==> src/tvbc_pkg.sv <==
// ----------------------------------------------------------------------------
// tvbc_pkg
// Shared types, constants and the round mixing function of the block cipher.
// ----------------------------------------------------------------------------
package tvbc_pkg;

    localparam int unsigned ROUND_COUNT = 32;
    localparam int unsigned WORD_W      = 32;
    localparam int unsigned KEY_WORDS   = 4;
    localparam int unsigned CFG_INDEX_W = 8;

    localparam logic [WORD_W-1:0] TEA_STEP = 32'h9E37_79B9;
    localparam logic [63:0]       SUM_FULL = 64'(TEA_STEP) * 64'(ROUND_COUNT);
    localparam logic [WORD_W-1:0] DEC_SUM  = SUM_FULL[WORD_W-1:0];

    localparam logic [WORD_W-1:0] KEY0_RESET = 32'h0123_4567;
    localparam logic [WORD_W-1:0] KEY1_RESET = 32'h89AB_CDEF;
    localparam logic [WORD_W-1:0] KEY2_RESET = 32'hFEDC_BA98;
    localparam logic [WORD_W-1:0] KEY3_RESET = 32'h7654_3210;

    localparam logic [CFG_INDEX_W-1:0] REG_KEY_WORD0 = 8'd0;
    localparam logic [CFG_INDEX_W-1:0] REG_KEY_WORD1 = 8'd1;
    localparam logic [CFG_INDEX_W-1:0] REG_KEY_WORD2 = 8'd2;
    localparam logic [CFG_INDEX_W-1:0] REG_KEY_WORD3 = 8'd3;

    localparam logic ACT_ENCRYPT = 1'b0;
    localparam logic ACT_DECRYPT = 1'b1;

    typedef struct packed {
        logic              action;
        logic [WORD_W-1:0] first_word;
        logic [WORD_W-1:0] second_word;
    } t_in_item;

    typedef struct packed {
        logic [WORD_W-1:0] out_first_word;
        logic [WORD_W-1:0] out_second_word;
    } t_out_item;

    typedef logic [KEY_WORDS-1:0][WORD_W-1:0] t_key;

    typedef struct packed {
        logic              dec;
        logic [WORD_W-1:0] a;
        logic [WORD_W-1:0] b;
        logic [WORD_W-1:0] acc;
    } t_stage;

    function automatic logic [WORD_W-1:0] mix(
        input logic [WORD_W-1:0] x,
        input logic [WORD_W-1:0] s,
        input logic [WORD_W-1:0] ka,
        input logic [WORD_W-1:0] kb
    );
        return ((x << 4) + ka) ^ (x + s) ^ ((x >> 5) + kb);
    endfunction

endpackage

==> src/tvbc_round_cell.sv <==
// ----------------------------------------------------------------------------
// tvbc_round_cell
// One cipher round as two registered half-rounds, forward or backward.
// ----------------------------------------------------------------------------
module tvbc_round_cell (
    input  logic            i_clk,
    input  logic            i_rst_n,
    input  logic            i_en,
    input  tvbc_pkg::t_key  i_key,
    input  logic            i_valid,
    input  tvbc_pkg::t_stage i_stage,
    output logic            o_valid,
    output tvbc_pkg::t_stage o_stage
);
    import tvbc_pkg::*;

    logic   r_mid_valid;
    t_stage r_mid;
    t_stage n_mid;
    logic   r_out_valid;
    t_stage r_out;
    t_stage n_out;

    logic [WORD_W-1:0] h1_x;
    logic [WORD_W-1:0] h1_m;
    logic [WORD_W-1:0] h2_x;
    logic [WORD_W-1:0] h2_m;

    // first half: old sum
    always_comb begin
        n_mid = i_stage;
        if (i_stage.dec == ACT_DECRYPT) begin
            h1_x      = i_stage.a;
            h1_m      = mix(h1_x, i_stage.acc, i_key[2], i_key[3]);
            n_mid.b   = i_stage.b - h1_m;
            n_mid.acc = i_stage.acc - TEA_STEP;
        end else begin
            h1_x      = i_stage.b;
            h1_m      = mix(h1_x, i_stage.acc, i_key[0], i_key[1]);
            n_mid.a   = i_stage.a + h1_m;
            n_mid.acc = i_stage.acc + TEA_STEP;
        end
    end

    // second half: new sum
    always_comb begin
        n_out = r_mid;
        if (r_mid.dec == ACT_DECRYPT) begin
            h2_x    = r_mid.b;
            h2_m    = mix(h2_x, r_mid.acc, i_key[0], i_key[1]);
            n_out.a = r_mid.a - h2_m;
        end else begin
            h2_x    = r_mid.a;
            h2_m    = mix(h2_x, r_mid.acc, i_key[2], i_key[3]);
            n_out.b = r_mid.b + h2_m;
        end
    end

    always_ff @(posedge i_clk) begin
        if (!i_rst_n) begin
            r_mid_valid <= 1'b0;
            r_out_valid <= 1'b0;
        end else if (i_en) begin
            r_mid_valid <= i_valid;
            r_out_valid <= r_mid_valid;
        end
    end

    always_ff @(posedge i_clk) begin
        if (i_en) begin
            r_mid <= n_mid;
            r_out <= n_out;
        end
    end

    assign o_valid = r_out_valid;
    assign o_stage = r_out;

endmodule

==> config.mk <==
export PLATFORM = sky130hd
export DESIGN_NAME = tvbc_round_cell
export DESIGN_NICKNAME = d
export VERILOG_FILES = /design/src/tvbc_pkg.sv /design/src/tvbc_round_cell.sv
export SDC_FILE = /design/constraint.sdc
export NUM_CORES = 1
export LEC_CHECK = 0
export BUFFER_PORTS_ARGS = -buffer_cell sky130_fd_sc_hd__clkbuf_2
export CAP_MARGIN = 20
export CORE_ASPECT_RATIO = 2
export CORE_MARGIN = 2
export CORE_UTILIZATION = 45
export DETAILED_ROUTE_END_ITERATION = 8
export SLEW_MARGIN = 25
export SYNTH_ARGS = -nofsm -noshare
export SYNTH_HDL_FRONTEND = slang
export SYNTH_SLANG_ARGS = --single-unit
==> constraint.sdc <==
create_clock -name i_clk -period 7.25 [get_ports i_clk]
set_input_delay 0.725 -clock i_clk [delete_from_list [all_inputs] [get_ports i_clk]]
set_output_delay 0.725 -clock i_clk [all_outputs]
set_load 0.005 [all_outputs]
; ---- Word-level counts from Yosys, hierarchy flattened
; Cells that the tools add are included.
[totals]
romBits = 0
reg_bits = 196
ramBits = 0
latchBits = 0
word_cells = 41
in_bits = 229
mem_count = 0
output_inout_bits = 98
[classes]
n_reduce_logical = 0
bitwise_logic = 8
n_addsub = 18
div_mod_pow = 0
muxes = 5
n_eq_ne = 0
n_shift = 0
multipliers = 0
order_cmp = 0
[op_table]
columns = operator, count
row1 = adder 32 bit, 10
row2 = XOR 32 bit, 8
row3 = 2-to-1 mux 32 bit, 5
row4 = adder 27 x 32 -> 32 bit, 4
row5 = subtractor 32 bit, 2
row6 = adder 32 bit (second input constant), 1
row7 = subtractor 32 bit (second input constant), 1

; ---- Depth between registers and ports, before layout
[depth]
depth_word = 5
depth_mapped = 27

; ---- Worst setup path before layout
; OpenSTA, ideal clock, no wires.
[synth_timing]
path_type = input -> register
startpoint = input i_key[96] (netlist name)
endpoint = register r_mid[60] (netlist name), data pin
required_time_ns = 6.980
arrival_ns = 5.366
n_path_buf = 0
path_slack_ns = 1.614
path_stages = 25
setup_time_ns = 0.270
cell_sequence = ha_1 -> fa_1 -> a21o_1 -> a21o_1 -> a21o_1 -> a21oi_1 -> a21oi_1 -> a21oi_1 -> o21bai_1 -> a21o_1 -> a21oi_1 -> o21bai_1 -> xnor2_1 -> ha_1 -> a21o_1 -> a21o_1 -> a221o_1 -> a21oi_1 -> inv_1 -> a41o_1 -> o22a_1 -> a211o_1 -> o31ai_1 -> xor2_1 -> a21oi_1
[synth_rtl]
columns = element, line
row1 = "start, declared", tvbc_round_cell.sv:9  ; input tvbc_pkg::t_key i_key,
row2 = "end signal, assigned", tvbc_round_cell.sv:71  ; r_mid <= n_mid;
row3 = "end, declared", tvbc_round_cell.sv:18  ; t_stage r_mid;

==> results.txt <==
* DRC viols: 0
- Of the total synthesized cell area, the portion taken by AND, OR, NAND and NOR gates is 11.5%.
* Slew Viols, Final: 0
* Area fraction of the dominant cell type after synthesis: 19.5%
* Outcome: completed
- The biggest area contributor in the post-synthesis netlist is sky130_fd_sc_hd__ha_1.
- Final hold violations: 0
- Post-layout instance area: 0.0357 mm^2
- For this run, the register share of the synthesized area comes to 18.1%.
* HPWL after detailed placement: 120000 um
- From bottom edge to top edge, the die measures 383 um.
* Final weighted congestion in routability-driven placement: 1.03
* Kind of critical path: flop to flop
* Cts-stage hold buffer count: 0
* Total number of vias: 30411
- Post-CTS Setup Bufs: 0
- In this run the count of I/O pins placed on the die edge is 327.
- Global-route wire length before repair: 200000 um
- Entering global routing, the biggest net connects 100 pins.
* Area contributors post-synth: sky130_fd_sc_hd__ha_1 (19%), sky130_fd_sc_hd__edfxtp_1 (18%), sky130_fd_sc_hd__xnor2_1 (16%), sky130_fd_sc_hd__a21o_1 (6.8%), sky130_fd_sc_hd__a21oi_1 (5.7%)
* Final worst path period share: 88.4%
* CTS tree: done
* Most frequently used flop master after synthesis: sky130_fd_sc_hd__edfxtp_1
- Number of antenna-violating nets in the routed design: 0
* Number of rows created at floorplan: 139
- The via count of the first global-routing pass came to 30196.
* Floorplan die area: 0.0742 mm^2
- Max transition margin: 28.0%
* Number of H-tree branching levels: 4
- Die Wd: 194 um
* Latest clock arrival within the worst-skew pair: 0.51 ns
* Buffers added on ports: 326
- Derived from the worst setup path, the maximum achievable clock frequency is 156 MHz.
* Critical Path End Type: flop
- Combinational family with the most area after synthesis: compound AO/OA/AOI/OAI gates
- The worst hold path belongs to the class primary input to flop.
- Synthesized-area fraction occupied by ao, oa, aoi and oai cells: 25.8%
- Mapped Area: 0.0324 mm^2
- Hold slack final: 0.449 ns
- Critical path fanouts, max: 5
* Unrepaired setup endpoints after global routing: no
- After clock tree synthesis, the clock-pin slew on the worst setup and hold paths is 0.09 ns.
- Number of nets produced by synthesis: 4495
* R2R setup slack: 0.84 ns
* Data required, critical path: 7.46 ns
- Total clock buffers created by CTS: 17
* Seq cells post-synth: 196
- Post-Synthesis Mean Instance Area: 8.65 um^2
- The portion of synthesized area spent on multiplexers is 1.97%.
* Synthesized instance count: 3745
- The clock net in this run drives a total of 196 sinks.
- Leaving out fill and tap cells, the most frequent cell in the layout is sky130_fd_sc_hd__xnor2_1.
* Fraction of registers with async set or reset after synthesis: 0%
- After layout, the minimum clock period comes to 6.41 ns.
* Number of maximum-capacitance constraint violations: 0
* Total setup violations reported at the end of the flow: 0
- Number of synthesized flops with an enable pin: 194
- Number of optimization iterations in the first detailed-route pass: 6
* Number of design-rule violations left by the first detailed-router iteration: 2122
- Area growth, synth to finish: 10.3%
- XOR/XNOR Fraction of Synth Area: 20.3%
- Yosys printed 0 warnings.
- Post-synth cell types: 78
* Cell chosen for the clock root: sky130_fd_sc_hd__clkbuf_16
- Sum of overflow across all layers after global routing: 0
- The net count of the finished layout is 4816.
* Initial core utilization: 45.3%
- The routed design has 141000 um of wire.
- Vias per Instance: 6.08
- Gates resized during post-CTS repair numbered 0.
* Number of antenna violations at the first check in global routing: 16
- Data on the critical path arrives at its endpoint at 6.62 ns.
- Top library cells by usage in the layout, fill and taps aside: sky130_fd_sc_hd__xnor2_1 (597), sky130_fd_sc_hd__ha_1 (504), sky130_fd_sc_hd__a21oi_1 (367)
* Post-detailed-route wirelength per cell: 28.2 um
- Worst Skew: 0.0192 ns
- In this run the cell area measured after placement is 0.0351 mm^2.
- The total area inside the core boundary comes to 0.0715 mm^2.
- After routing, the total negative slack on setup checks comes to 0 ns.
- Global routing consumed, over all layers together, 37.3% of the routing resources.
- Layout cell share with drive strength beyond 1: 11.4%
- Maximum count of clock buffers along a single path: 2
- The worst setup path is launched from a flop.
* Least-Margin Pin Slew: 1.07 ns
- Adder-Cell Fraction of Synth Area: 20.5%
==> cells in the mapped netlist, types with 20 or more instances <==
cell / instances
sky130_fd_sc_hd__and3_1: 34
sky130_fd_sc_hd__a21oi_1: 367
sky130_fd_sc_hd__o21a_1: 66
sky130_fd_sc_hd__nand2b_1: 45
sky130_fd_sc_hd__or3_1: 20
sky130_fd_sc_hd__nand4_1: 35
sky130_fd_sc_hd__o21bai_1: 65
sky130_fd_sc_hd__xor2_1: 138
sky130_fd_sc_hd__nand2_1: 236
sky130_fd_sc_hd__a31oi_1: 38
sky130_fd_sc_hd__nor2_1: 202
sky130_fd_sc_hd__a211oi_1: 31
sky130_fd_sc_hd__inv_1: 123
sky130_fd_sc_hd__ha_1: 504
sky130_fd_sc_hd__nor2b_1: 39
sky130_fd_sc_hd__nor3_1: 57
sky130_fd_sc_hd__o211ai_1: 26
sky130_fd_sc_hd__mux2_2: 54
sky130_fd_sc_hd__nand3_1: 59
sky130_fd_sc_hd__o21ai_0: 238
sky130_fd_sc_hd__a21o_1: 295
sky130_fd_sc_hd__o31ai_1: 20
sky130_fd_sc_hd__edfxtp_1: 194
sky130_fd_sc_hd__xnor2_1: 597
sky130_fd_sc_hd__clkbuf_1: 29
==> worst max-delay path, stage by stage (launching register included) <==
cell and delay (ns):
sky130_fd_sc_hd__edfxtp_1 0.70, sky130_fd_sc_hd__ha_1 0.37, sky130_fd_sc_hd__fa_1 0.41, sky130_fd_sc_hd__a21o_1 0.17
sky130_fd_sc_hd__a21o_1 0.20, sky130_fd_sc_hd__a21oi_1 0.52, sky130_fd_sc_hd__o21ai_0 0.22, sky130_fd_sc_hd__or3_1 0.34
sky130_fd_sc_hd__a21oi_1 0.28, sky130_fd_sc_hd__o21bai_1 0.09, sky130_fd_sc_hd__a21oi_1 0.20, sky130_fd_sc_hd__xnor2_1 0.19
sky130_fd_sc_hd__ha_1 0.33, sky130_fd_sc_hd__a21o_1 0.17, sky130_fd_sc_hd__a21oi_1 0.21, sky130_fd_sc_hd__o21a_1 0.20
sky130_fd_sc_hd__nand3_1 0.09, sky130_fd_sc_hd__a21oi_1 0.18, sky130_fd_sc_hd__o31ai_1 0.15, sky130_fd_sc_hd__a211oi_1 0.40
sky130_fd_sc_hd__o21ai_0 0.16, sky130_fd_sc_hd__a31oi_1 0.22, sky130_fd_sc_hd__xor2_1 0.15, sky130_fd_sc_hd__o21ai_0 0.13
==> worst paths after layout <==
check	start	endpoint	depth (start not counted)
setup / recovery	r_mid[69]	o_stage[62]	23
setup reg to reg	r_mid[69]	o_stage[62]	23
hold reg to reg	o_valid	o_valid	2
hold / removal	i_rst_n	o_valid	2
==> through the flow <==
step                      setup slack, ns  instances  utilization (%)
after floorplan                      1.61       3745                -
final                               0.838       4999             50.0
after global routing                0.481       4995             49.9
after detailed placement            0.796       4963             49.1
after CTS                            1.03       4995             49.9
after global placement              0.689       4963             49.1
==> logic make-up (layout without fill, tap and decap cells) <==
group,after synthesis,after routing
adders and majority gates,521,521
muxes,57,57
DFF,196,196
AOI/OAI and AO/OA,1285,1285
other,0,4
xor gates and xnor gates,741,741
and+or+nand+nor,788,788
buffers and inverters,157,491
==> registers in the layout, summed over array words and instances, names as in the netlist <==
| register | flops |
|---|---|
| o_valid | 1 |
| o_stage | 97 |
| r_mid_valid | 1 |
| n_out | 33 |
| r_mid | 64 |
==> layer usage <==
metal	share of wire, %	vias up	wire (um)	GRT usage (%)
met2	47	1248	66200	63.9
li1	-	14560	-	-
met1	32	14009	45400	34.4
met4	16	18	22500	48.5
met5	0.087	-	123	0
met3	4.8	576	6700	4.89
==> cell type report <==
class | instances | area, um^2
clock buffer | 17 | 425
fill | 7045 | 35800
sequential | 196 | 5870
timing repair buffer | 336 | 1720
tap | 916 | 1150
multi-input combinational | 3392 | 25900
clock inverter | 15 | 159
inverter | 123 | 462
antenna | 4 | 10.0
Power is not shown: default switching activity piles up to over one toggle a cycle in this logic, so the estimate is an artifact.
